### src/design/ffsa_pkg.sv
// Shared types and codes for the first-fit segment allocator.
package ffsa_pkg;

  localparam int DEF_MAX_SEGMENTS = 64;
  localparam int SIZE_W  = 21;
  localparam int ADDR_W  = 20;
  localparam int PID_W   = 16;
  localparam int TIME_W  = 32;
  localparam int USAGE_W = 7;
  localparam int NUM_W   = 28;

  localparam logic [SIZE_W-1:0] RESET_SIZE = 21'd2048;
  localparam logic [SIZE_W-1:0] MEM_LIMIT  = 21'd1048576;

  localparam logic [2:0] KIND_FIT   = 3'd0;
  localparam logic [2:0] KIND_LOAD  = 3'd1;
  localparam logic [2:0] KIND_EVICT = 3'd2;
  localparam logic [2:0] KIND_TOUCH = 3'd3;
  localparam logic [2:0] KIND_LRU   = 3'd4;
  localparam logic [2:0] KIND_USAGE = 3'd5;

  localparam logic [1:0] STAT_OK   = 2'd0;
  localparam logic [1:0] STAT_NONE = 2'd1;
  localparam logic [1:0] STAT_BAD  = 2'd2;
  localparam logic [1:0] STAT_FULL = 2'd3;

  typedef struct packed {
    logic [ADDR_W-1:0] seg_start;
    logic [SIZE_W-1:0] seg_len;
    logic              seg_used;
    logic [PID_W-1:0]  seg_owner;
    logic [TIME_W-1:0] seg_last;
  } seg_entry_t;

endpackage

### src/design/ffsa_div.sv
// Restoring divider, one quotient bit per cycle.
module ffsa_div import ffsa_pkg::*; #(
  parameter int NW = NUM_W,
  parameter int DW = SIZE_W
) (
  input  logic          clk,
  input  logic          rst,
  input  logic          go,
  input  logic [NW-1:0] num,
  input  logic [DW-1:0] den,
  output logic [NW-1:0] quo,
  output logic          fin
);

  localparam int CNT_W = $clog2(NW + 1);

  logic [DW:0]      rem;
  logic [NW-1:0]    acc;
  logic [DW-1:0]    dvs;
  logic [CNT_W-1:0] cnt;
  logic             run;
  logic [DW:0]      trial;
  logic             take;

  assign trial = {rem[DW-1:0], acc[NW-1]};
  assign take  = trial >= {1'b0, dvs};
  assign quo   = acc;

  always_ff @(posedge clk) begin
    if (rst) begin
      run <= 1'b0;
      fin <= 1'b0;
      cnt <= '0;
    end else begin
      fin <= 1'b0;
      if (go) begin
        run <= 1'b1;
        cnt <= CNT_W'(NW);
        acc <= num;
        dvs <= den;
        rem <= '0;
      end else if (run) begin
        rem <= take ? trial - {1'b0, dvs} : trial;
        acc <= {acc[NW-2:0], take};
        cnt <= cnt - 1'b1;
        if (cnt == CNT_W'(1)) begin
          run <= 1'b0;
          fin <= 1'b1;
        end
      end
    end
  end

endmodule

### config.mk
export PLATFORM = sky130hd
export DESIGN_NAME = ffsa_div
export DESIGN_NICKNAME = d
export VERILOG_FILES = /design/src/design/ffsa_pkg.sv /design/src/design/ffsa_div.sv
export SDC_FILE = /design/constraint.sdc
export NUM_CORES = 1
export LEC_CHECK = 0
export ABC_AREA = 0
export ABC_CLOCK_PERIOD_IN_PS = 4700
export BUFFER_PORTS_ARGS = -buffer_cell sky130_fd_sc_hd__buf_2
export CAP_MARGIN = 20
export CORE_MARGIN = 1.5
export CORE_UTILIZATION = 50
export CTS_CLUSTER_SIZE = 14
export DETAILED_ROUTE_END_ITERATION = 6
export PLACE_DENSITY_LB_ADDON = 0.15
export SETUP_SLACK_MARGIN = 0.2
export SLEW_MARGIN = 20
export SYNTH_ARGS = -nofsm -noshare
export SYNTH_HDL_FRONTEND = slang
export SYNTH_SLANG_ARGS = --single-unit
### constraint.sdc
create_clock -name clk -period 4.7 [get_ports clk]
set_clock_uncertainty 0.1 [all_clocks]
set_input_delay 0.235 -clock clk [delete_from_list [all_inputs] [get_ports clk]]
set_output_delay 0.235 -clock clk [all_outputs]
set_load 0.01 [all_outputs]
==> results.rst <==
.. list-table::
   :header-rows: 1

   * - Metric
     - Value
   * - Floorplan row count
     - 33
   * - Most used flip-flop cell after synthesis
     - sky130_fd_sc_hd__edfxtp_1
   * - Fraction of synthesis flops using an asynchronous set or reset pin
     - 0%
   * - Cell at the slowest stage of the critical path
     - sky130_fd_sc_hd__o22ai_4
   * - Finished Cell Area
     - 5210 sq um
   * - Post-layout util
     - 62.8%
   * - Hold Slack
     - 0.0617 ns
   * - Setup TNS
     - 0 ns
   * - Cells along the critical path
     - inv_1 > ha_1 > inv_1 > fa_1 > a211oi_1 > o211ai_1 > a31o_1 > o22a_1 > o22ai_4 > or2_2 > o21ai_0
   * - Overall die area
     - 9240 sq um
   * - Setup repair after global routing missed its margin
     - no
   * - Fin worst setup slack
     - 1.13 ns
   * - Achievable frequency
     - 280 MHz
   * - Master cell of the clock root buffer
     - sky130_fd_sc_hd__clkbuf_8
   * - Maximum number of pins on one net before global-route repair
     - 32
   * - Placed insts
     - 541
   * - Initial antenna violation count
     - 0
   * - Post-detailed-route wirelength per cell
     - 15.7 microns
   * - Total wirelength of the detailed-routed design
     - 9.05 mm
   * - Outcome
     - complete, no violations
   * - Avg Inst Size Synth
     - 11.7 sq um
   * - Worst slack, placed
     - 1.16 ns
   * - Number of buffers on the longest clock path
     - 2
   * - Post-synth EDFFs
     - 70
   * - Nets in the synthesized netlist
     - 448
   * - Power density over the cells
     - 361 nW/um^2
   * - Final RePlAce weighted congestion
     - 0.847
   * - Stage delay of the slowest cell on the critical path
     - 0.75 ns
   * - Most used cells in the layout excluding fill and tap cells
     - sky130_fd_sc_hd__buf_2 (80), sky130_fd_sc_hd__edfxtp_1 (70), sky130_fd_sc_hd__mux2_2 (27), sky130_fd_sc_hd__inv_1 (25), sky130_fd_sc_hd__nor2_1 (24)
   * - Most numerous cell on the critical path
     - sky130_fd_sc_hd__inv_1
   * - Fraction of layout cells with a size suffix above 1
     - 27.9%
   * - Endpoint arrival time on the critical path
     - 3.57 ns
   * - Number of hold-slack violations in the final timing report
     - 0
   * - Crit Path Class
     - reg2reg
   * - Syn Std Cell Area
     - 4340 sq um
   * - Gate count after technology mapping
     - 372
   * - Count of clock tree sinks
     - 77
   * - Area growth from synthesis to layout
     - 20.2%
   * - TritonCTS clock tree
     - done
   * - Endpoint required time on the critical path
     - 4.70 ns
   * - Startpoint type of the worst setup path
     - register
   * - Fin crit share
     - 76.0%
   * - Die height
     - 96.1 microns
   * - Time the final worst path needs with I/O delays and setup
     - 3.57 ns
   * - Antenna viol nets, final
     - 0
   * - Source-to-sink clock delay at the later pin of the worst-skew pair
     - 0.36 ns
   * - Count of port buffers added during placement
     - 80
   * - I/O pin count
     - 81
   * - Leading cell type in the layout, fill and taps excluded
     - sky130_fd_sc_hd__buf_2
   * - Number of setup violations in the final report
     - 0
   * - Number of distinct library cell variants in the gate-level netlist after synthesis
     - 53
   * - Number of diodes
     - 0
   * - Global-route wire length before repair
     - 14.9 mm
   * - Via count normalized by instance count
     - 5.50
   * - Final Max Slew Viols
     - 0
   * - Sum of overflow across all layers after global routing
     - 0
   * - Nets
     - 544
   * - Post-DP Area
     - 4800 sq um
   * - CTS H-tree lvls
     - 3
   * - Max-slew headroom
     - 35.7%
   * - Total via count after detailed routing
     - 3178
   * - Static Leakage
     - 2.17 nW
   * - Starting density of the core
     - 52.3%
   * - Core Footprint
     - 8300 sq um
   * - Post-detail-place hpwl
     - 6.27 mm
   * - Peak VDD IR
     - 0.204 mV
   * - CTS resizes
     - 0
   * - CP max FO
     - 26
   * - Iter 0 DRT Violations
     - 127
   * - Yosys synthesis warning count
     - 0
   * - Vias in the first global route
     - 3122
   * - Global routing usage summed across all routing layers
     - 21.6%
   * - Kind of end point of the critical path
     - register
   * - Pwr Total
     - 1.88 mW
   * - Max cap viols
     - 0
   * - Pre-Repair DR Iteration Count
     - 5
   * - CTS buffer count
     - 9
   * - Total of flip-flops plus latches after synthesis
     - 77
   * - Classification of the worst-slack hold path
     - in2reg
   * - Clock-pin slew reported for the worst setup and hold paths after clock tree synthesis
     - 0.09 ns
   * - Worst-Margin Slew
     - 0.964 ns
   * - Die outline width
     - 96.1 microns
   * - Non-filler instance count after layout
     - 578
   * - Sequential fraction of the synthesis area
     - 51.7%
   * - Final routed DRC violation total
     - 0
==> routing by layer <==
metal / share of wire [%] / global-route usage [%] / vias to the layer above
li1: - / - / 1571
met1: 48 / 29.4 / 1499
met2: 45 / 33.0 / 94
met3: 6.1 / 5.37 / 14
met4: 1.7 / 8.46 / 0
met5: 0 / 0 / -
==> synth_stat cells, drive strengths merged, types with 2 or more instances <==
library cell  number  area [sq um]
inv               25          93.8
ha                23           288
and4               2          17.5
mux2              27           304
o22ai              2          26.3
nand2             14          52.6
nand3             12          65.1
a311oi             2          17.5
a31oi              2          12.5
xnor2             12           105
dfxtp              7           140
xor2              10          87.6
nor2b              6          37.5
o21bai             2          15.0
a21oi             24           131
clkbuf             8          30.0
or2                3          18.8
a211oi            10          75.1
mux2i             13           130
edfxtp            70          2100
o32ai              2          17.5
o211ai             4          30.0
a21o               9          67.6
nor4b              2          17.5
nor3               5          25.0
o21ai             17          85.1
buf               11          67.6
nor4               2          12.5
o21a               3          22.5
and3               3          18.8
nor2              26          97.6
==> layout make-up <==
type                       count  area (sq um)
sequential                    77          2240
tap                          105           131
timing repair buffer         104           633
fill                         691          3090
inverter                      26          97.6
multi-input combinational    250          1910
clock buffer                  10           128
clock inverter                 6          71.3
==> state kept, by name, summed over array words and instances, names as in the netlist <==
signal	count
cnt	5
dvs	21
fin	1
quo	28
rem	21
run	1
==> path summary, 6_finish.rpt <==
path / start / end / slack (ns) / cells past startpoint
hold reg to reg: cnt[1]$_SDFFE_PP0P_ / cnt[1]$_SDFFE_PP0P_ / 0.42 / 2
setup reg to reg: quo[27]$_DFFE_PP_ / rem[18]$_SDFFCE_PP0P_ / 1.13 / 11
setup / recovery: quo[27]$_DFFE_PP_ / rem[18]$_SDFFCE_PP0P_ / 1.13 / 11
hold / removal: num[0] / quo[0]$_DFFE_PP_ / 0.06 / 3
==> cell families (layout without fill, tap and decap cells) <==
group,count (synthesis),in the layout,share of synthesized area [%]
fa+ha+maj,24,24,7.10
compound gates,84,84,13.0
mux,40,40,10.0
xor+xnor,22,22,4.44
simple gates,80,80,9.29
buf+inv,45,146,4.50
flops,77,77,51.7
==> repair_timing <==
action,4_1_cts,5_1_grt
hold endpoints to repair,21,0
endpoints found under the setup margin,0,0
hold buffers,21,0
buffers inserted,0,0
==> critical path, delay by kind of cell, from the launching register on <==
family / cells / cell delay (ns)
adders and majority gates: 2 / 0.58
and+or+nand+nor: 1 / 0.29
AOI/OAI and AO/OA: 6 / 1.81
DFF: 1 / 0.40
buffers and inverters: 2 / 0.15
==> power by group <==
group | internal, mW | switching [mW] | leakage, nW | total (mW)
clock | 0.249 | 0.271 | 0.0931 | 0.520
combinational | 0.231 | 0.280 | 1.35 | 0.510
sequential | 0.821 | 0.0304 | 0.727 | 0.851
(Power assumes the default switching activity.)
